`config.mk`:
```
export PLATFORM = sky130hd
export DESIGN_NAME = midpoint_circle_rasterizer
export DESIGN_NICKNAME = d
export VERILOG_FILES = /design/src/sv/mcr_pkg.sv /design/src/sv/mcr_step.sv /design/src/sv/mcr_emit.sv /design/src/sv/midpoint_circle_rasterizer.sv
export SDC_FILE = /design/constraint.sdc
export NUM_CORES = 1
export LEC_CHECK = 0
export ABC_CLOCK_PERIOD_IN_PS = 12000
export CAP_MARGIN = 20
export CORE_ASPECT_RATIO = 1.5
export CORE_MARGIN = 4
export CORE_UTILIZATION = 35
export DETAILED_ROUTE_END_ITERATION = 10
export DONT_BUFFER_PORTS = 1
export SYNTH_ARGS = -nofsm -noshare
export SYNTH_HDL_FRONTEND = slang
export SYNTH_SLANG_ARGS = --single-unit
```
`constraint.sdc`:
```
create_clock -name clk -period 12 [get_ports clk]
set_input_delay 2.4 -clock clk [delete_from_list [all_inputs] [get_ports clk]]
set_output_delay 2.4 -clock clk [all_outputs]
set_load 0.02 [all_outputs]
```
`src/sv/mcr_pkg.sv`:
```
// Shared constants and codes for the midpoint circle rasterizer.
`default_nettype none
package mcr_pkg;

  localparam int COORD_BITS_DEF  = 12;
  localparam int RADIUS_BITS_DEF = 11;
  localparam int COLOR_BITS      = 8;
  localparam int CAND_COUNT      = 8;
  localparam int CAND_IDX_BITS   = $clog2(CAND_COUNT);
  localparam int CFG_IDX_BITS    = 1;

  localparam int WIDTH_RESET  = 640;
  localparam int HEIGHT_RESET = 480;

  localparam logic OP_START = 1'b0;
  localparam logic OP_TICK  = 1'b1;

  localparam logic [CFG_IDX_BITS-1:0] REG_IMAGE_WIDTH  = 1'd0;
  localparam logic [CFG_IDX_BITS-1:0] REG_IMAGE_HEIGHT = 1'd1;

endpackage
`default_nettype wire

```
`src/sv/mcr_step.sv`:
```
// Circle state and the one-step midpoint update for each start or active tick.
`default_nettype none
module mcr_step #(
  parameter int COORD_BITS  = mcr_pkg::COORD_BITS_DEF,
  parameter int RADIUS_BITS = mcr_pkg::RADIUS_BITS_DEF
) (
  input  wire logic                         clk,
  input  wire logic                         rst,
  input  wire logic                         accept,
  input  wire logic                         opcode,
  input  wire logic [COORD_BITS-1:0]        center_x,
  input  wire logic [COORD_BITS-1:0]        center_y,
  input  wire logic [RADIUS_BITS-1:0]       radius,
  input  wire logic [mcr_pkg::COLOR_BITS-1:0] red,
  input  wire logic [mcr_pkg::COLOR_BITS-1:0] green,
  input  wire logic [mcr_pkg::COLOR_BITS-1:0] blue,
  output logic                              emits,
  output logic [COORD_BITS-1:0]             cx_next,
  output logic [COORD_BITS-1:0]             cy_next,
  output logic [RADIUS_BITS-1:0]            ox_next,
  output logic [RADIUS_BITS-1:0]            oy_next,
  output logic [mcr_pkg::COLOR_BITS-1:0]    red_next,
  output logic [mcr_pkg::COLOR_BITS-1:0]    green_next,
  output logic [mcr_pkg::COLOR_BITS-1:0]    blue_next,
  output logic                              done_next
);

  localparam int DW = RADIUS_BITS + 3;

  logic [COORD_BITS-1:0]          cx;
  logic [COORD_BITS-1:0]          cy;
  logic [RADIUS_BITS-1:0]         ox;
  logic [RADIUS_BITS-1:0]         oy;
  logic [DW-1:0]                  dterm;
  logic [mcr_pkg::COLOR_BITS-1:0] red_q;
  logic [mcr_pkg::COLOR_BITS-1:0] green_q;
  logic [mcr_pkg::COLOR_BITS-1:0] blue_q;
  logic                           active;

  logic [DW-1:0] dterm_next;
  logic          active_next;
  logic [DW-2:0] x_e;
  logic [DW-2:0] y_e;

  always_comb begin
    x_e         = {{(DW-1-RADIUS_BITS){1'b0}}, ox};
    y_e         = {{(DW-1-RADIUS_BITS){1'b0}}, oy};
    cx_next     = cx;
    cy_next     = cy;
    ox_next     = ox;
    oy_next     = oy;
    dterm_next  = dterm;
    red_next    = red_q;
    green_next  = green_q;
    blue_next   = blue_q;
    emits       = 1'b0;
    if (opcode == mcr_pkg::OP_START) begin
      emits      = 1'b1;
      cx_next    = center_x;
      cy_next    = center_y;
      ox_next    = '0;
      oy_next    = radius;
      red_next   = red;
      green_next = green;
      blue_next  = blue;
      dterm_next = DW'(1) - {{(DW-RADIUS_BITS){1'b0}}, radius};
    end else if (active) begin
      emits = 1'b1;
      if (dterm[DW-1]) begin
        dterm_next = dterm + {x_e, 1'b0} + DW'(3);
      end else begin
        dterm_next = dterm + {x_e - y_e, 1'b0} + DW'(5);
        oy_next    = oy - RADIUS_BITS'(1);
      end
      ox_next = ox + RADIUS_BITS'(1);
    end
    active_next = ox_next < oy_next;
    done_next   = !active_next;
  end

  always_ff @(posedge clk) begin
    if (rst) begin
      cx      <= '0;
      cy      <= '0;
      ox      <= '0;
      oy      <= '0;
      dterm   <= '0;
      red_q   <= '0;
      green_q <= '0;
      blue_q  <= '0;
      active  <= 1'b0;
    end else if (accept && emits) begin
      cx      <= cx_next;
      cy      <= cy_next;
      ox      <= ox_next;
      oy      <= oy_next;
      dterm   <= dterm_next;
      red_q   <= red_next;
      green_q <= green_next;
      blue_q  <= blue_next;
      active  <= active_next;
    end
  end

endmodule
`default_nettype wire

```
`src/sv/mcr_emit.sv`:
```
// Snapshot register and serializer that sends eight clipped candidates per step.
`default_nettype none
module mcr_emit #(
  parameter int COORD_BITS  = mcr_pkg::COORD_BITS_DEF,
  parameter int RADIUS_BITS = mcr_pkg::RADIUS_BITS_DEF
) (
  input  wire logic                           clk,
  input  wire logic                           rst,
  input  wire logic                           load,
  output logic                                load_ready,
  input  wire logic [COORD_BITS-1:0]          cx_in,
  input  wire logic [COORD_BITS-1:0]          cy_in,
  input  wire logic [RADIUS_BITS-1:0]         ox_in,
  input  wire logic [RADIUS_BITS-1:0]         oy_in,
  input  wire logic [mcr_pkg::COLOR_BITS-1:0] red_in,
  input  wire logic [mcr_pkg::COLOR_BITS-1:0] green_in,
  input  wire logic [mcr_pkg::COLOR_BITS-1:0] blue_in,
  input  wire logic                           done_in,
  input  wire logic [COORD_BITS:0]            image_width,
  input  wire logic [COORD_BITS:0]            image_height,
  output logic                                out_valid,
  input  wire logic                           out_ready,
  output logic                                write_valid,
  output logic [COORD_BITS-1:0]               pixel_x,
  output logic [COORD_BITS-1:0]               pixel_y,
  output logic [mcr_pkg::COLOR_BITS-1:0]      out_red,
  output logic [mcr_pkg::COLOR_BITS-1:0]      out_green,
  output logic [mcr_pkg::COLOR_BITS-1:0]      out_blue,
  output logic                                last_of_step,
  output logic                                circle_done
);

  localparam int MAXB  = (COORD_BITS > RADIUS_BITS) ? COORD_BITS : RADIUS_BITS;
  localparam int SUM_W = MAXB + 2;
  localparam logic [mcr_pkg::CAND_IDX_BITS-1:0] LAST_IDX =
    mcr_pkg::CAND_IDX_BITS'(mcr_pkg::CAND_COUNT - 1);

  logic                               snap_valid;
  logic [COORD_BITS-1:0]              cx;
  logic [COORD_BITS-1:0]              cy;
  logic [RADIUS_BITS-1:0]             ox;
  logic [RADIUS_BITS-1:0]             oy;
  logic [mcr_pkg::COLOR_BITS-1:0]     red_s;
  logic [mcr_pkg::COLOR_BITS-1:0]     green_s;
  logic [mcr_pkg::COLOR_BITS-1:0]     blue_s;
  logic                               done_s;
  logic [mcr_pkg::CAND_IDX_BITS-1:0]  idx;

  logic                   out_load;
  logic                   snap_free;
  logic [RADIUS_BITS-1:0] a;
  logic [RADIUS_BITS-1:0] b;
  logic [SUM_W-1:0]       cx_e;
  logic [SUM_W-1:0]       cy_e;
  logic [SUM_W-1:0]       a_e;
  logic [SUM_W-1:0]       b_e;
  logic [SUM_W-1:0]       w_e;
  logic [SUM_W-1:0]       h_e;
  logic [SUM_W-1:0]       px;
  logic [SUM_W-1:0]       py;
  logic                   ok;

  assign out_load   = snap_valid && (!out_valid || out_ready);
  assign snap_free  = out_load && (idx == LAST_IDX);
  assign load_ready = !snap_valid || snap_free;

  always_comb begin
    a    = idx[2] ? oy : ox;
    b    = idx[2] ? ox : oy;
    cx_e = {{(SUM_W-COORD_BITS){1'b0}}, cx};
    cy_e = {{(SUM_W-COORD_BITS){1'b0}}, cy};
    a_e  = {{(SUM_W-RADIUS_BITS){1'b0}}, a};
    b_e  = {{(SUM_W-RADIUS_BITS){1'b0}}, b};
    w_e  = {{(SUM_W-COORD_BITS-1){1'b0}}, image_width};
    h_e  = {{(SUM_W-COORD_BITS-1){1'b0}}, image_height};
    px   = idx[0] ? cx_e - a_e : cx_e + a_e;
    py   = idx[1] ? cy_e - b_e : cy_e + b_e;
    ok   = (px[SUM_W-1:COORD_BITS] == '0) && (py[SUM_W-1:COORD_BITS] == '0) &&
           (px < w_e) && (py < h_e);
  end

  always_ff @(posedge clk) begin
    if (rst) begin
      snap_valid <= 1'b0;
      idx        <= '0;
      out_valid  <= 1'b0;
    end else begin
      if (load) begin
        snap_valid <= 1'b1;
        idx        <= '0;
      end else if (snap_free) begin
        snap_valid <= 1'b0;
        idx        <= '0;
      end else if (out_load) begin
        idx <= idx + mcr_pkg::CAND_IDX_BITS'(1);
      end
      if (out_load) begin
        out_valid <= 1'b1;
      end else if (out_ready) begin
        out_valid <= 1'b0;
      end
    end
  end

  always_ff @(posedge clk) begin
    if (load) begin
      cx      <= cx_in;
      cy      <= cy_in;
      ox      <= ox_in;
      oy      <= oy_in;
      red_s   <= red_in;
      green_s <= green_in;
      blue_s  <= blue_in;
      done_s  <= done_in;
    end
    if (out_load) begin
      write_valid  <= ok;
      pixel_x      <= ok ? px[COORD_BITS-1:0] : '0;
      pixel_y      <= ok ? py[COORD_BITS-1:0] : '0;
      out_red      <= red_s;
      out_green    <= green_s;
      out_blue     <= blue_s;
      last_of_step <= (idx == LAST_IDX);
      circle_done  <= done_s;
    end
  end

endmodule
`default_nettype wire

```
`src/sv/midpoint_circle_rasterizer.sv`:
```
// Top level of the midpoint circle rasterizer: config registers, step and emitter.
//
// Input channel (in_valid/in_ready): opcode start latches centre, radius and
// color and draws offset (0, radius); opcode tick advances one midpoint step.
// Each start, and each tick while a circle is in progress, yields eight
// candidate pixel beats on the output channel (out_valid/out_ready), the last
// flagged by last_of_step. A tick with no circle in progress is taken and
// yields nothing. Candidates outside image_width x image_height carry
// write_valid low and zero coordinates.
// The first beat of an item is registered in the snapshot register and then
// in the output register.
// Throughput: the output register moves one beat per cycle while out_ready is
// high; the next item is taken while the eighth beat is loaded, so items
// flow without gaps.
// Config channel (cfg_valid/cfg_ready) is always ready; write only while idle.
// Reset: no circle in progress, width 640, height 480, output channel empty.
// Stall: a low out_ready holds the output beat; once the snapshot register is
// also full, in_ready drops until the current item's last beat moves.
`default_nettype none
module midpoint_circle_rasterizer #(
  parameter int COORD_BITS  = mcr_pkg::COORD_BITS_DEF,
  parameter int RADIUS_BITS = mcr_pkg::RADIUS_BITS_DEF
) (
  input  wire logic                               clk,
  input  wire logic                               rst,
  input  wire logic                               cfg_valid,
  output logic                                    cfg_ready,
  input  wire logic [mcr_pkg::CFG_IDX_BITS-1:0]   cfg_index,
  input  wire logic [COORD_BITS:0]                cfg_data,
  input  wire logic                               in_valid,
  output logic                                    in_ready,
  input  wire logic                               opcode,
  input  wire logic [COORD_BITS-1:0]              center_x,
  input  wire logic [COORD_BITS-1:0]              center_y,
  input  wire logic [RADIUS_BITS-1:0]             radius,
  input  wire logic [mcr_pkg::COLOR_BITS-1:0]     red,
  input  wire logic [mcr_pkg::COLOR_BITS-1:0]     green,
  input  wire logic [mcr_pkg::COLOR_BITS-1:0]     blue,
  output logic                                    out_valid,
  input  wire logic                               out_ready,
  output logic                                    write_valid,
  output logic [COORD_BITS-1:0]                   pixel_x,
  output logic [COORD_BITS-1:0]                   pixel_y,
  output logic [mcr_pkg::COLOR_BITS-1:0]          out_red,
  output logic [mcr_pkg::COLOR_BITS-1:0]          out_green,
  output logic [mcr_pkg::COLOR_BITS-1:0]          out_blue,
  output logic                                    last_of_step,
  output logic                                    circle_done
);

  logic [COORD_BITS:0] image_width;
  logic [COORD_BITS:0] image_height;

  logic                           accept;
  logic                           emits;
  logic [COORD_BITS-1:0]          cx_next;
  logic [COORD_BITS-1:0]          cy_next;
  logic [RADIUS_BITS-1:0]         ox_next;
  logic [RADIUS_BITS-1:0]         oy_next;
  logic [mcr_pkg::COLOR_BITS-1:0] red_next;
  logic [mcr_pkg::COLOR_BITS-1:0] green_next;
  logic [mcr_pkg::COLOR_BITS-1:0] blue_next;
  logic                           done_next;

  assign cfg_ready = 1'b1;
  assign accept    = in_valid && in_ready;

  always_ff @(posedge clk) begin
    if (rst) begin
      image_width  <= (COORD_BITS + 1)'(mcr_pkg::WIDTH_RESET);
      image_height <= (COORD_BITS + 1)'(mcr_pkg::HEIGHT_RESET);
    end else if (cfg_valid) begin
      case (cfg_index)
        mcr_pkg::REG_IMAGE_WIDTH:  image_width  <= cfg_data;
        mcr_pkg::REG_IMAGE_HEIGHT: image_height <= cfg_data;
        default: ;
      endcase
    end
  end

  mcr_step #(
    .COORD_BITS (COORD_BITS),
    .RADIUS_BITS(RADIUS_BITS)
  ) u_step (
    .clk       (clk),
    .rst       (rst),
    .accept    (accept),
    .opcode    (opcode),
    .center_x  (center_x),
    .center_y  (center_y),
    .radius    (radius),
    .red       (red),
    .green     (green),
    .blue      (blue),
    .emits     (emits),
    .cx_next   (cx_next),
    .cy_next   (cy_next),
    .ox_next   (ox_next),
    .oy_next   (oy_next),
    .red_next  (red_next),
    .green_next(green_next),
    .blue_next (blue_next),
    .done_next (done_next)
  );

  mcr_emit #(
    .COORD_BITS (COORD_BITS),
    .RADIUS_BITS(RADIUS_BITS)
  ) u_emit (
    .clk         (clk),
    .rst         (rst),
    .load        (accept && emits),
    .load_ready  (in_ready),
    .cx_in       (cx_next),
    .cy_in       (cy_next),
    .ox_in       (ox_next),
    .oy_in       (oy_next),
    .red_in      (red_next),
    .green_in    (green_next),
    .blue_in     (blue_next),
    .done_in     (done_next),
    .image_width (image_width),
    .image_height(image_height),
    .out_valid   (out_valid),
    .out_ready   (out_ready),
    .write_valid (write_valid),
    .pixel_x     (pixel_x),
    .pixel_y     (pixel_y),
    .out_red     (out_red),
    .out_green   (out_green),
    .out_blue    (out_blue),
    .last_of_step(last_of_step),
    .circle_done (circle_done)
  );

endmodule
`default_nettype wire
```
* Yosys cells after proc, flatten, opt, wreduce, memory -nomap -nowiden *
Cells that the tools add are included.
W data, S select, Z words.

storage, ports and cells
  flip-flop bits (word level) = 238
  input bits = 79
  output and inout port bits = 54

cells by class
  add/sub/neg operators = 13
  magnitude comparators = 3
  eq/ne operators = 2
  muxes and demuxes = 23
  bitwise gates (word level) = 1
  reductions and logical operators = 20

operators by type and width
  cell                     count
  $mux W11                 7
  $mux W14                 5
  $lt A14 B13 Y1           2
  $add A12 B11 Y13         2
  $sub A12 B11 Y13         2
  $mux W12                 2
  $mux W8                  3
  $add A14 B12 Y14         1
  $add A14 B14 Y14         1
  $add A14 B2 Y14 const B  1
  $add A14 B3 Y14 const B  1
  $sub A1 B11 Y12 const A  1
  $sub A11 B11 Y12         1
  $add A11 B1 Y11 const B  1
  $lt A11 B11 Y1           1
  $sub A11 B1 Y11 const B  1
  $logic_and A1 B1 Y1      7
  $mux W1                  6
  $reduce_and A2 Y1        3
  $logic_not A2 Y1         2
  $reduce_bool A2 Y1       2
  $add A3 B1 Y3 const B    1
  $eq A3 B3 Y1 const B     1
  $logic_not A1 Y1         3
  4 further kinds          5

* Depth between registers and ports, before layout *
Gate-level depths: netlist of run 1.

  depth in word-level cells = 8
  mapped depth = 20
  depth with buffers taken out = 20

* Hierarchy *
Synthesis of run 1 repeated with hierarchy kept, for this count alone.

second synthesis, totals
  cells, all modules = 1577
  area, all modules = 14994.4 um2

modules (own cells, without submodules)
  module                      instances  cells an instance  area an instance (um2)  seq. area each (um2)
  mcr_emit                    1          613                7226.9                  3763.6
  mcr_step                    1          857                6637.6                  1701.6
  midpoint_circle_rasterizer  1          107                1129.8                  520.5

* Worst setup path after synthesis of run 1 *
No wires, ideal clock.

  path type = input to register
  start = input port out_ready
  end = register u_emit.blue_s[0] (netlist bit) (enable)
  library setup time = 463 ps
  arrival time = 5368 ps
  required time = 11537 ps
  path slack = 6169 ps
  stages = 7
  cells stage by stage = nand2b_1 nand2_1 nand2_1 and2_1 o21ai_1 inv_2 buf_1

on the way
  cells in the longest elaborated chain, start to end = 6

RTL lines
  element               line                               source
  start, declared       midpoint_circle_rasterizer.sv:40   input wire logic out_ready,
  $logic_or A1 B1 Y1    mcr_emit.sv:63                     assign out_load = snap_valid && (!out_valid || out_ready);
  $logic_and A1 B1 Y1   mcr_emit.sv:63
  $logic_and A1 B1 Y1   mcr_emit.sv:64                     assign snap_free = out_load && (idx == LAST_IDX);
  $logic_or A1 B1 Y1    mcr_emit.sv:65                     assign load_ready = !snap_valid || snap_free;
  via in_ready          midpoint_circle_rasterizer.sv:31   output logic in_ready,
  $logic_and A1 B1 Y1   midpoint_circle_rasterizer.sv:66   assign accept = in_valid && in_ready;
  $logic_and A1 B1 Y1   midpoint_circle_rasterizer.sv:112  .load (accept && emits),
  via u_emit.load       mcr_emit.sv:9                      input wire logic load,
  end signal, assigned  mcr_emit.sv:113                    blue_s <= blue_in;
  end, declared         mcr_emit.sv:45                     logic [mcr_pkg::COLOR_BITS-1:0] blue_s;

The timed path passes the listed nets, and every way through them passes these cells.
A chain may end at the register's enable or synchronous reset.

* Worst setup path after layout of run 1 *
  start = register u_emit.idx[2] (netlist bit)
  end = register u_emit.pixel_y[11] (data pin)

on the way
  elaborated cells on any way between the ends = 15
  classes of those cells = 4 x add/sub; 2 x order compare; 4 x mux; 5 x reduce/logical

RTL lines
  element                                                      line             source
  start, declared                                              mcr_emit.sv:47   logic [mcr_pkg::CAND_IDX_BITS-1:0] idx;
  start signal, assigned                                       mcr_emit.sv:95   idx <= idx + mcr_pkg::CAND_IDX_BITS'(1);
  $mux W11 *                                                   mcr_emit.sv:68   a = idx[2] ? oy : ox;
  $add A12 B11 Y13 / $sub A12 B11 Y13 (equally long branches)  mcr_emit.sv:76   px = idx[0] ? cx_e - a_e : cx_e + a_e;
  $mux W14 *                                                   mcr_emit.sv:76
  via u_emit.px[11]                                            mcr_emit.sv:59   logic [SUM_W-1:0] px;
  $lt A14 B13 Y1 *                                             mcr_emit.sv:79   (px < w_e) && (py < h_e);
  $logic_and A1 B1 Y1 *                                        mcr_emit.sv:78   ok = (px[SUM_W-1:COORD_BITS] == '0) && (py[SUM_W-1:COORD_BITS] == '0) &&
  $logic_and A1 B1 Y1 *                                        mcr_emit.sv:79
  end signal, assigned                                         mcr_emit.sv:119  pixel_y <= ok ? py[COORD_BITS-1:0] : '0;
  end, declared                                                mcr_emit.sv:25   output logic [COORD_BITS-1:0] pixel_y,

Mark *: on every way through the listed nets, which the timed path passes. The rest lies on a longest branch.

==> impl_metrics.prom, run 1 <==
# TYPE chip_impl_metric gauge
chip_impl_metric{name="routed_wl",unit="mm"} 34.73
chip_impl_metric{name="tightest_slew",unit="ns"} 1.002
chip_impl_info{name="post-synth-top-area-cell",value="edfxtp_1"} 1
chip_impl_metric{name="max_clock_freq",unit="GHz"} 0.1823
chip_impl_metric{name="antenna_found_initial",unit=""} 3
chip_impl_metric{name="worst_setup_hold_path_clk_slew",unit="ns"} 0.07
chip_impl_info{name="crit_path_start_kind",value="flop"} 1
chip_impl_metric{name="unique_cell_type_count_in_the_yosys_netlist",unit=""} 74
chip_impl_metric{name="asyncSetResetFlopFracSynth",unit=""} 0
chip_impl_info{name="synthMostInstantiatedCell",value="nand2_1"} 1
chip_impl_metric{name="grt_first_pass_wirelength",unit="mm"} 55.75
chip_impl_metric{name="synth.ff_latch_count",unit=""} 238
chip_impl_metric{name="grt.total_usage",unit=""} 0.1545
chip_impl_metric{name="postSynthNetCount",unit=""} 1734
chip_impl_info{name="clock-root-buffer",value="clkbuf_16"} 1
chip_impl_metric{name="max_cap_violations",unit=""} 0
chip_impl_metric{name="h-tree-depth",unit=""} 1
chip_impl_metric{name="total_cts_buffers",unit=""} 24
chip_impl_metric{name="die-area",unit="um^2"} 43980
chip_impl_metric{name="drt_first_pass_iters",unit=""} 6
chip_impl_metric{name="fillers",unit=""} 3885
chip_impl_metric{name="route.detailed.wl_per_inst",unit="um"} 17.35
chip_impl_info{name="synth.top_cells.by_count",value="nand2_1, a21oi_1, ha_1, edfxtp_1, inv_1"} 1
chip_impl_metric{name="grt_start_max_net_pins",unit=""} 117
chip_impl_metric{name="synth-seq-area-share",unit=""} 0.4210
chip_impl_metric{name="std_cell_rows",unit=""} 90
chip_impl_info{name="cp-end-kind",value="flop"} 1
chip_impl_info{name="tritoncts",value="done"} 1
chip_impl_metric{name="report.final.setup_viol",unit=""} 0
chip_impl_metric{name="timing.final.max_slew_violations",unit=""} 0
chip_impl_metric{name="holdWs",unit="ns"} 0.4129
chip_impl_metric{name="postCtsSetupBuffers",unit=""} 0
chip_impl_metric{name="detailroute.via_count",unit=""} 10408
chip_impl_metric{name="total_leakage_power",unit="uW"} 0.006073
chip_impl_metric{name="drive_above_1_share",unit=""} 0.07363
chip_impl_metric{name="detailed_placement_wirelength_estimate",unit="mm"} 25.58
chip_impl_metric{name="synth.avg_cell_area",unit="um^2"} 9.440
chip_impl_metric{name="io_buffers",unit=""} 0
chip_impl_metric{name="post-route-drc-count",unit=""} 0
chip_impl_metric{name="ys.warnings.count",unit=""} 0
chip_impl_metric{name="timing.critical_path.arrival",unit="ns"} 5.90
chip_impl_metric{name="report.final.hold_viol_count",unit=""} 0
chip_impl_metric{name="areaGrowthSynthToFinish",unit="%"} 8.853
chip_impl_metric{name="first_global_vias",unit=""} 10527
chip_impl_metric{name="finalNetCount",unit=""} 1704
chip_impl_metric{name="power.density",unit="nW/um^2"} 141.6
chip_impl_metric{name="finalCoreUtilization",unit=""} 0.3850
chip_impl_metric{name="area_of_the_core",unit="um^2"} 40200
chip_impl_info{name="synth_top_cells_by_area",value="edfxtp_1, dfxtp_1, ha_1, a21oi_1, nand2_1"} 1
chip_impl_metric{name="totalNegativeSetupSlack",unit="ns"} 0
chip_impl_metric{name="post_synthesis_instance_total",unit=""} 1506
chip_impl_metric{name="synth_top_cell_area_share",unit=""} 0.2577
chip_impl_metric{name="die_height",unit="um"} 254.8
chip_impl_metric{name="remaining_global_route_overflow",unit=""} 0
chip_impl_metric{name="worst_slew_margin_rel",unit=""} 0.3305
chip_impl_metric{name="die_width",unit="um"} 172.6
chip_impl_metric{name="mappedNetlistArea",unit="um^2"} 14220
chip_impl_metric{name="via_per_inst",unit=""} 5.199
chip_impl_metric{name="synth_enable_flop_cells",unit=""} 122
chip_impl_metric{name="drtIter0Drc",unit=""} 479
chip_impl_info{name="hold_class",value="reg -> reg"} 1
chip_impl_metric{name="worst_ir_drop_vdd",unit="uV"} 79.54
chip_impl_metric{name="gp_congestion",unit=""} 0.8948
chip_impl_metric{name="clock-sinks",unit=""} 238
chip_impl_metric{name="pin_count",unit=""} 133
chip_impl_metric{name="finalWorstPathRequiredPeriod",unit="ns"} 5.486
chip_impl_info{name="worstSetupPathType",value="reg -> reg"} 1
chip_impl_info{name="run_status",value="finished clean"} 1
chip_impl_metric{name="insertion_delay",unit="ns"} 0.54
chip_impl_metric{name="cp.required",unit="ns"} 12.41
chip_impl_metric{name="skew",unit="ns"} 0.02861
chip_impl_info{name="synth-main-ff-cell",value="edfxtp_1"} 1
chip_impl_metric{name="route.antenna.remaining_nets",unit=""} 0
chip_impl_metric{name="clock_tree.buffer_depth",unit=""} 3
chip_impl_info{name="grt_setup_unrepaired",value="false"} 1
chip_impl_metric{name="postCtsResizedCells",unit=""} 0
chip_impl_metric{name="post-route-period-util",unit=""} 0.4572
chip_impl_metric{name="crit_path_max_fanout",unit=""} 23
chip_impl_metric{name="cts_hold_buf",unit=""} 0
chip_impl_metric{name="initial_utilization",unit=""} 0.3537
[through the flow]
stage                     power [uW]  setup slack, ns  instances  instance area (um^2)
after floorplan                 1337            6.169       1506                 14220
after global placement          1418            6.613       1956                 14660
after detailed placement        1433            6.486       1956                 14660
after CTS                       2219            6.502       2000                 15470
after global routing            2310            6.168       2002                 15480
final                           2192            6.514       2002                 15480
[final timing paths]
| check | slack (ns) | to | cells past startpoint | from |
|---|---|---|---|---|
| hold / removal | 0.41 | u_emit.out_green[3] | 0 | u_emit.green_s[3] |
| setup / recovery | 6.51 | u_emit.pixel_y[11] | 17 | u_emit.idx[2] |
| setup reg to reg | 6.51 | u_emit.pixel_y[11] | 17 | u_emit.idx[2] |
| hold reg to reg | 0.41 | u_emit.out_green[3] | 0 | u_emit.green_s[3] |
[layer usage]
| layer | vias up | GRT usage | share of wire |
|---|---|---|---|
| met4 | 2 | 0.06597 | 0.041 |
| met3 | 69 | 0.02231 | 0.036 |
| met1 | 4899 | 0.1747 | 0.40 |
| met5 | - | 0 | 0.00037 |
| li1 | 5218 | - | - |
| met2 | 220 | 0.2915 | 0.52 |
[critical path, cell delays in order, from the launching register on]
cell       delay [ns]
dfxtp_1          0.33
buf_4            0.33
mux2i_1          0.40
ha_1             0.30
nor2b_1          0.13
o21a_1           0.17
o21ai_0          0.24
a21oi_1          0.17
a2111oi_0        0.43
o2bb2ai_1        0.13
xnor2_1          0.28
ha_1             0.31
a21o_1           0.16
a211o_1          0.30
a2111oi_0        0.39
a31oi_1          0.37
a2111o_1         0.64
and2b_1          0.29
[kinds of logic (layout without fill, tap and decap cells)]
group,count (synthesis),in the layout,share of synthesized area
AND/OR/NAND/NOR,436,436,0.1386
adder cells (fa/ha/maj),149,149,0.1348
AO/OA/AOI/OAI,347,347,0.1508
other,1,3,0.0002638
multiplexers,80,80,0.06072
buffers and inverters,184,172,0.04999
flip-flops,238,238,0.4210
XOR/XNOR,71,71,0.04374
[power by group]
part	switching, uW	internal, uW	total, uW
Sequential	46.4	917	963
Clock	325	453	778
Combinational	261	189	451
[layout by cell type, fill, tap and decap left out, types with 4 or more instances in the layout]
cell       count
or3_1         11
mux2i_1       30
a21oi_1      172
o21ai_0       50
nand2_1      215
and4b_1       11
clkbuf_1       6
and2_1         4
nand4_1        9
o211ai_1      13
a31oi_1        4
clkbuf_8       4
nand3b_1       6
clkbuf_16     25
buf_4          5
a2111oi_0      5
inv_1        120
nor3b_1        4
nand3_1        7
o21bai_1       7
nor3_1        23
dfxtp_1      116
a211o_1        8
xor2_1        23
nor2b_1       22
nor4_1         7
o21a_1        10
mux2_2        50
ha_1         142
fa_1           7
a211oi_1      16
edfxtp_1     122
xnor2_1       48
nand2b_1       9
a21o_1        19
nor2_1        99
o31ai_1        4
[registers in the layout, indices dropped and copies added, names as in the netlist, 12 cells and up]
register        flops
u_emit.cy          12
u_emit.pixel_y     12
u_step.cy          12
image_height       13
image_width        13
u_emit.cx          12
u_step.dterm       14
u_emit.pixel_x     12
u_step.cx          12
[layout make-up]
| cell class | count | area (um^2) | area share |
|---|---|---|---|
| Sequential cell | 238 | 5986 | 0.3868 |
| Inverter | 123 | 466.7 | 0.03016 |
| Antenna cell | 2 | 5.005 | 0.0003234 |
| Tap cell | 506 | 633.1 | 0.04091 |
| Timing Repair Buffer | 5 | 37.54 | 0.002425 |
| Clock buffer | 35 | 703.2 | 0.04544 |
| Clock inverter | 9 | 112.6 | 0.007276 |
| Multi-Input combinational cell | 1084 | 7532 | 0.4867 |
Power figures use the tool's default switching activity.
==> run 2: changes to the inputs <==
- ABC_CLOCK_PERIOD_IN_PS: 12000 -> 5100
- clock period: 12 -> 5.1 ns (I/O delays scaled with it)
==> impl_metrics.prom, run 2 (synthesis gave the netlist of run 1 again) <==
# TYPE chip_impl_metric gauge
chip_impl_metric{name="route.antenna.remaining_nets",unit=""} 0
chip_impl_metric{name="report.final.setup_viol",unit=""} 0
chip_impl_metric{name="total_cts_buffers",unit=""} 25
chip_impl_info{name="worst_path_max_delay_cell",value="a2111o_2"} 1
chip_impl_info{name="crit_path_start_kind",value="flop"} 1
chip_impl_info{name="worstSetupPathType",value="reg -> reg"} 1
chip_impl_metric{name="ff2ff_setup_slack",unit="ns"} 0.42
chip_impl_metric{name="grt_start_max_net_pins",unit=""} 117
chip_impl_metric{name="insertion_delay",unit="ns"} 0.54
chip_impl_metric{name="worst-path-buf-inv",unit=""} 1
chip_impl_metric{name="via_per_inst",unit=""} 5.231
chip_impl_info{name="run_status",value="finished clean"} 1
chip_impl_metric{name="post-route-period-util",unit=""} 0.9176
chip_impl_metric{name="worst_setup_hold_path_clk_slew",unit="ns"} 0.07
chip_impl_metric{name="drt_first_pass_iters",unit=""} 7
chip_impl_info{name="clock-root-buffer",value="clkbuf_16"} 1
chip_impl_metric{name="worst_ir_drop_vdd",unit="uV"} 186.0
chip_impl_metric{name="largest_register_ffs",unit=""} 14
chip_impl_metric{name="finalWorstPathRequiredPeriod",unit="ns"} 4.680
chip_impl_metric{name="finalNetCount",unit=""} 1715
chip_impl_metric{name="power.density",unit="nW/um^2"} 335.1
chip_impl_metric{name="p_total",unit="uW"} 5223
chip_impl_metric{name="detailroute.via_count",unit=""} 10520
chip_impl_metric{name="grt.total_usage",unit=""} 0.1595
chip_impl_metric{name="die_height",unit="um"} 254.8
chip_impl_metric{name="gp_congestion",unit=""} 0.8942
chip_impl_metric{name="max_clock_freq",unit="GHz"} 0.2137
chip_impl_info{name="hold_class",value="reg -> reg"} 1
chip_impl_metric{name="drtIter0Drc",unit=""} 509
chip_impl_metric{name="total_inserted_antenna_cells",unit=""} 0
chip_impl_metric{name="report.final.hold_viol_count",unit=""} 0
chip_impl_metric{name="remaining_global_route_overflow",unit=""} 0
chip_impl_metric{name="dp_worst_setup_slack",unit="ns"} 0.2705
chip_impl_metric{name="area_of_the_core",unit="um^2"} 40200
chip_impl_metric{name="totalNegativeSetupSlack",unit="ns"} 0
chip_impl_info{name="regMostFlops",value="u_step.dterm"} 1
chip_impl_metric{name="postCtsSetupBuffers",unit=""} 0
chip_impl_metric{name="critical_path_cell_count",unit=""} 17
chip_impl_metric{name="cp.required",unit="ns"} 5.51
chip_impl_metric{name="clock-sinks",unit=""} 238
chip_impl_metric{name="first_global_vias",unit=""} 10671
chip_impl_metric{name="detailed_placement_wirelength_estimate",unit="mm"} 26.72
chip_impl_metric{name="grt_first_pass_wirelength",unit="mm"} 57.44
chip_impl_metric{name="routed_wl",unit="mm"} 35.82
chip_impl_metric{name="postCtsResizedCells",unit=""} 0
chip_impl_info{name="largest_registers",value="u_step.dterm x14, image_height x13, image_width x13"} 1
chip_impl_metric{name="die-area",unit="um^2"} 43980
chip_impl_metric{name="h-tree-depth",unit=""} 1
chip_impl_info{name="crit_start",value="u_emit.idx[2]"} 1
chip_impl_metric{name="instance_count_along_the_most_critical_hold_path",unit=""} 0
chip_impl_metric{name="final.setup.worst_slack",unit="ns"} 0.4200
chip_impl_info{name="tritoncts",value="done"} 1
chip_impl_info{name="layout.cells.most_common_list",value="nand2_1, a21oi_1, ha_1"} 1
chip_impl_metric{name="std_cell_rows",unit=""} 90
chip_impl_metric{name="areaGrowthSynthToFinish",unit="%"} 9.628
chip_impl_metric{name="drive_above_1_share",unit=""} 0.08306
chip_impl_info{name="r2r_start",value="u_emit.idx[2]"} 1
chip_impl_metric{name="total_leakage_power",unit="uW"} 0.006148
chip_impl_metric{name="max_cap_violations",unit=""} 0
chip_impl_metric{name="antenna_found_initial",unit=""} 1
chip_impl_metric{name="clock_tree.buffer_depth",unit=""} 3
chip_impl_metric{name="route.detailed.wl_per_inst",unit="um"} 17.81
chip_impl_metric{name="skew",unit="ns"} 0.01547
chip_impl_metric{name="io_buffers",unit=""} 0
chip_impl_info{name="final_common_cell",value="nand2_1"} 1
chip_impl_metric{name="holdWs",unit="ns"} 0.4220
chip_impl_metric{name="timing.critical_path.arrival",unit="ns"} 5.09
chip_impl_metric{name="worst-r2r-cell-count",unit=""} 17
chip_impl_metric{name="cts_hold_buf",unit=""} 0
chip_impl_metric{name="pin_count",unit=""} 133
chip_impl_info{name="r2r-end",value="u_emit.pixel_x[1]"} 1
chip_impl_info{name="worst_path_top_cell_family_by_delay",value="compound AO/OA/AOI/OAI gates"} 1
chip_impl_metric{name="post-route-drc-count",unit=""} 0
chip_impl_metric{name="crit_path_max_fanout",unit=""} 14
chip_impl_metric{name="tightest_slew",unit="ns"} 0.8944
chip_impl_info{name="sequence_of_cells_on_the_critical_path",value="buf_4 > mux2i_1 > ha_1 > o21ai_0 > nand2b_1 > a21oi_1 > a21oi_1 > a2111oi_0 > o2bb2ai_1 > xnor2_1 > ha_1 > a21o_1 > a211o_1 > a2111oi_0 > a31oi_1 > a2111o_2 > and2b_1"} 1
chip_impl_metric{name="initial_utilization",unit=""} 0.3537
chip_impl_metric{name="crit_path_max_incr_delay",unit="ns"} 0.53
chip_impl_metric{name="timing.final.max_slew_violations",unit=""} 0
chip_impl_metric{name="worst_slew_margin_rel",unit=""} 0.4037
chip_impl_info{name="cp-end-kind",value="flop"} 1
chip_impl_info{name="crit_end",value="u_emit.pixel_x[1]"} 1
chip_impl_metric{name="die_width",unit="um"} 172.6
==> run 2: changes by cell type in the layout (fill, tap and decap cells not counted), moves of 2 or more <==
cell / previous run / this run
buf_4: 5 / 14
clkbuf_1: 6 / 4
clkbuf_16: 25 / 27
clkinv_2: 2 / 5
clkinv_4: 3 / 1
diode_2: 2 / 0
==> run 2: cell type report <==
type                            count  area (um^2)
Clock buffer                       36        759.5
Clock inverter                      9        80.08
Fill cell                        3943        24610
Inverter                          123        466.7
Multi-Input combinational cell   1084         7535
Sequential cell                   238         5987
Tap cell                          506        633.1
Timing Repair Buffer               15        125.1
==> run 2: report_power, final <==
group	leakage, uW	internal, uW	total (uW)	switching (uW)
registers	0.00210	2160	2260	108
clock network	0.000416	1090	1880	788
logic	0.00363	457	1080	626
total	0.00615	3700	5220	1520
==> run 2: worst register-to-register path, stage by stage (launching register included) <==
cell,delay (ns)
dfxtp_2,0.42
buf_4,0.18
mux2i_1,0.28
ha_1,0.34
o21ai_0,0.20
nand2b_1,0.07
a21oi_1,0.14
a21oi_1,0.08
a2111oi_0,0.41
o2bb2ai_1,0.12
xnor2_1,0.22
ha_1,0.28
a21o_1,0.16
a211o_1,0.30
a2111oi_0,0.39
a31oi_1,0.17
a2111o_2,0.53
and2b_1,0.25
==> run 2: worst min path at each step <==
stage,from,end,slack (ns)
final,u_emit.red_s[1],u_emit.out_red[1],0.42
after global routing,u_emit.red_s[1],u_emit.out_red[1],0.43
after CTS,u_emit.green_s[2],u_emit.out_green[2],0.42
after detailed placement,u_emit.green_s[2],u_emit.out_green[2],0.41
after global placement,u_emit.red_s[5],u_emit.out_red[5],0.40
after floorplan,u_emit.done_s,u_emit.circle_done,0.40
==> run 2: per-layer routing <==
| layer | global-route usage | vias to the layer above | routed length, um |
|---|---|---|---|
| li1 | - | 5240 | - |
| met1 | 0.1797 | 5017 | 14150 |
| met2 | 0.3071 | 201 | 18950 |
| met3 | 0.02172 | 62 | 1477 |
| met4 | 0.05912 | 0 | 1236 |
| met5 | 0 | - | 0 |
==> run 2: stage by stage <==
stage                     area [um^2]  instances  utilization
final                           15590       2011       0.3877
after global routing            15590       2011       0.3877
after CTS                       15580       2011       0.3876
after detailed placement        14740       1966       0.3667
after global placement          14740       1966       0.3667
after floorplan                 14220       1506            -
==> run 3: changes to the inputs <==
- CORE_MARGIN: 4 -> 1
- REMOVE_ABC_BUFFERS: not set -> 1
==> impl_metrics.prom, run 3 (synthesis gave the netlist of run 1 again) <==
# TYPE chip_impl_metric gauge
chip_impl_info{name="run_status",value="finished with violations"} 1
chip_impl_info{name="violations_in_the_final_reports",value="design-rule violations"} 1
chip_impl_metric{name="power.density",unit="nW/um^2"} 335.9
chip_impl_metric{name="initial_utilization",unit=""} 0.3547
chip_impl_metric{name="remaining_global_route_overflow",unit=""} 0
chip_impl_metric{name="fillers",unit=""} 3992
chip_impl_metric{name="finalCoreUtilization",unit=""} 0.3902
chip_impl_metric{name="ff2ff_setup_slack",unit="ns"} 0.34
chip_impl_metric{name="grt.total_usage",unit=""} 0.1720
chip_impl_metric{name="grt_first_pass_wirelength",unit="mm"} 57.03
chip_impl_metric{name="total_leakage_power",unit="uW"} 0.006148
chip_impl_metric{name="detailroute.via_count",unit=""} 10507
chip_impl_metric{name="die_height",unit="um"} 248.8
chip_impl_metric{name="cp.required",unit="ns"} 5.51
chip_impl_metric{name="tightest_slew",unit="ns"} 0.9575
chip_impl_metric{name="report.final.setup_viol",unit=""} 0
chip_impl_metric{name="crit_path_max_fanout",unit=""} 10
chip_impl_metric{name="area_of_the_core",unit="um^2"} 40090
chip_impl_metric{name="routed_wl",unit="mm"} 35.95
chip_impl_metric{name="max_clock_freq",unit="GHz"} 0.2101
chip_impl_metric{name="grt_start_max_net_pins",unit=""} 117
chip_impl_metric{name="p_total",unit="uW"} 5254
chip_impl_info{name="clock-root-buffer",value="clkbuf_16"} 1
chip_impl_metric{name="worst_setup_hold_path_clk_slew",unit="ns"} 0.07
chip_impl_info{name="hold_class",value="reg -> reg"} 1
chip_impl_info{name="tritoncts",value="done"} 1
chip_impl_metric{name="crit_path_max_incr_delay",unit="ns"} 0.56
chip_impl_metric{name="insertion_delay",unit="ns"} 0.55
chip_impl_metric{name="gp_congestion",unit=""} 0.8419
chip_impl_metric{name="route.antenna.remaining_nets",unit=""} 0
chip_impl_metric{name="clock-sinks",unit=""} 238
chip_impl_metric{name="post-route-drc-count",unit=""} 9
chip_impl_info{name="layout.cells.most_common_list",value="nand2_1, a21oi_1, ha_1"} 1
chip_impl_info{name="final_common_cell",value="nand2_1"} 1
chip_impl_metric{name="finalNetCount",unit=""} 1716
chip_impl_metric{name="sequential_cell_area",unit="um^2"} 5987
chip_impl_metric{name="io_buffers",unit=""} 0
chip_impl_info{name="crit_path_start_kind",value="flop"} 1
chip_impl_info{name="worst_path_max_delay_cell",value="a2111o_2"} 1
chip_impl_metric{name="std_cell_rows",unit=""} 90
chip_impl_info{name="worst_path_top_cell_family_by_delay",value="compound AO/OA/AOI/OAI gates"} 1
chip_impl_metric{name="total_cts_buffers",unit=""} 25
chip_impl_metric{name="worst_ir_drop_vdd",unit="uV"} 241.5
chip_impl_metric{name="drt_first_pass_iters",unit=""} 8
chip_impl_metric{name="totalNegativeSetupSlack",unit="ns"} 0
chip_impl_metric{name="finalWorstPathRequiredPeriod",unit="ns"} 4.759
chip_impl_metric{name="worst-path-buf-inv",unit=""} 2
chip_impl_metric{name="worst_slew_margin_rel",unit=""} 0.3604
chip_impl_metric{name="cts_hold_buf",unit=""} 0
chip_impl_metric{name="timing.final.max_slew_violations",unit=""} 0
chip_impl_metric{name="detailed_placement_wirelength_estimate",unit="mm"} 26.03
chip_impl_metric{name="areaGrowthSynthToFinish",unit="%"} 10.03
chip_impl_metric{name="multi_input_area",unit="um^2"} 7577
chip_impl_info{name="cp-end-kind",value="flop"} 1
chip_impl_metric{name="largest_register_ffs",unit=""} 14
chip_impl_metric{name="antenna_found_initial",unit=""} 3
chip_impl_metric{name="route.detailed.wl_per_inst",unit="um"} 17.84
chip_impl_info{name="sequence_of_cells_on_the_critical_path",value="buf_4 > mux2i_1 > ha_1 > o21bai_2 > a211oi_1 > o31ai_2 > buf_4 > a2111oi_1 > a211o_1 > ha_1 > a211o_1 > a2111oi_1 > a31oi_1 > a2111o_2 > and2b_1"} 1
chip_impl_info{name="largest_registers",value="u_step.dterm x14, image_height x13, image_width x13"} 1
chip_impl_metric{name="die-area",unit="um^2"} 41450
chip_impl_metric{name="max_cap_violations",unit=""} 0
chip_impl_info{name="regMostFlops",value="u_step.dterm"} 1
chip_impl_metric{name="h-tree-depth",unit=""} 1
chip_impl_metric{name="timing.critical_path.arrival",unit="ns"} 5.17
chip_impl_info{name="worstSetupPathType",value="reg -> reg"} 1
chip_impl_metric{name="drive_above_1_share",unit=""} 0.08626
chip_impl_metric{name="report.final.hold_viol_count",unit=""} 0
chip_impl_metric{name="drtIter0Drc",unit=""} 542
chip_impl_metric{name="first_global_vias",unit=""} 10789
chip_impl_metric{name="die_width",unit="um"} 166.6
chip_impl_metric{name="clock_tree.buffer_depth",unit=""} 3
chip_impl_metric{name="skew",unit="ns"} 0.01562
chip_impl_metric{name="via_per_inst",unit=""} 5.214
chip_impl_metric{name="post-route-period-util",unit=""} 0.9331
chip_impl_metric{name="pin_count",unit=""} 133
-- run 3: metrics by stage --
| stage | hold WS [ns] | worst slack, ns | cells | cell area, um^2 |
|---|---|---|---|---|
| global route | 0.4334 | -0.009759 | 2015 | 15640 |
| detailed placement | 0.4054 | 0.1029 | 1965 | 14740 |
| CTS | 0.4218 | 0.06360 | 2011 | 15580 |
| floorplan | 0.4003 | -1.761 | 1445 | 13970 |
| global placement | 0.4006 | 0.2129 | 1965 | 14740 |
| finish | 0.4186 | 0.3414 | 2015 | 15640 |
-- run 3: cell type report --
class	count	share of cell area
clock inverters	13	0.009838
repair buffers	15	0.007998
multi-input cells	1085	0.4844
diodes	2	0.0003199
clock buffers	33	0.04447
well taps	506	0.04047
inverters	123	0.02983
flip-flops and latches	238	0.3827
-- run 3: final timing paths --
| kind | start | endpoint | cells after the start |
|---|---|---|---|
| worst min-delay path | u_emit.blue_s[4] | u_emit.out_blue[4] | 0 |
| worst max register to register | u_emit.idx[2] | u_emit.pixel_x[1] | 15 |
| worst max-delay path | u_emit.idx[2] | u_emit.pixel_x[1] | 15 |
| worst min register to register | u_emit.blue_s[4] | u_emit.out_blue[4] | 0 |
-- run 3: power breakdown --
| part | switching (uW) | leakage, uW | internal, uW | total, uW |
|---|---|---|---|---|
| Combinational | 640 | 0.00364 | 461 | 1100 |
| Sequential | 109 | 0.00210 | 2160 | 2270 |
| Clock | 810 | 0.000409 | 1080 | 1890 |
| Total | 1560 | 0.00615 | 3690 | 5250 |
-- run 3: timing repair --
item	CTS	global route
endpoints found under the setup margin	0	15
gates resized for setup	0	11
setup buffers	0	1
-- run 3: layer usage --
layer  vias up  part of all wire  GRT usage
met5         -           0.00036          0
met4         2             0.031    0.06878
met3        60             0.046    0.02908
met2       199              0.53     0.3283
met1      5000              0.39     0.1854
li1       5246                 -          -
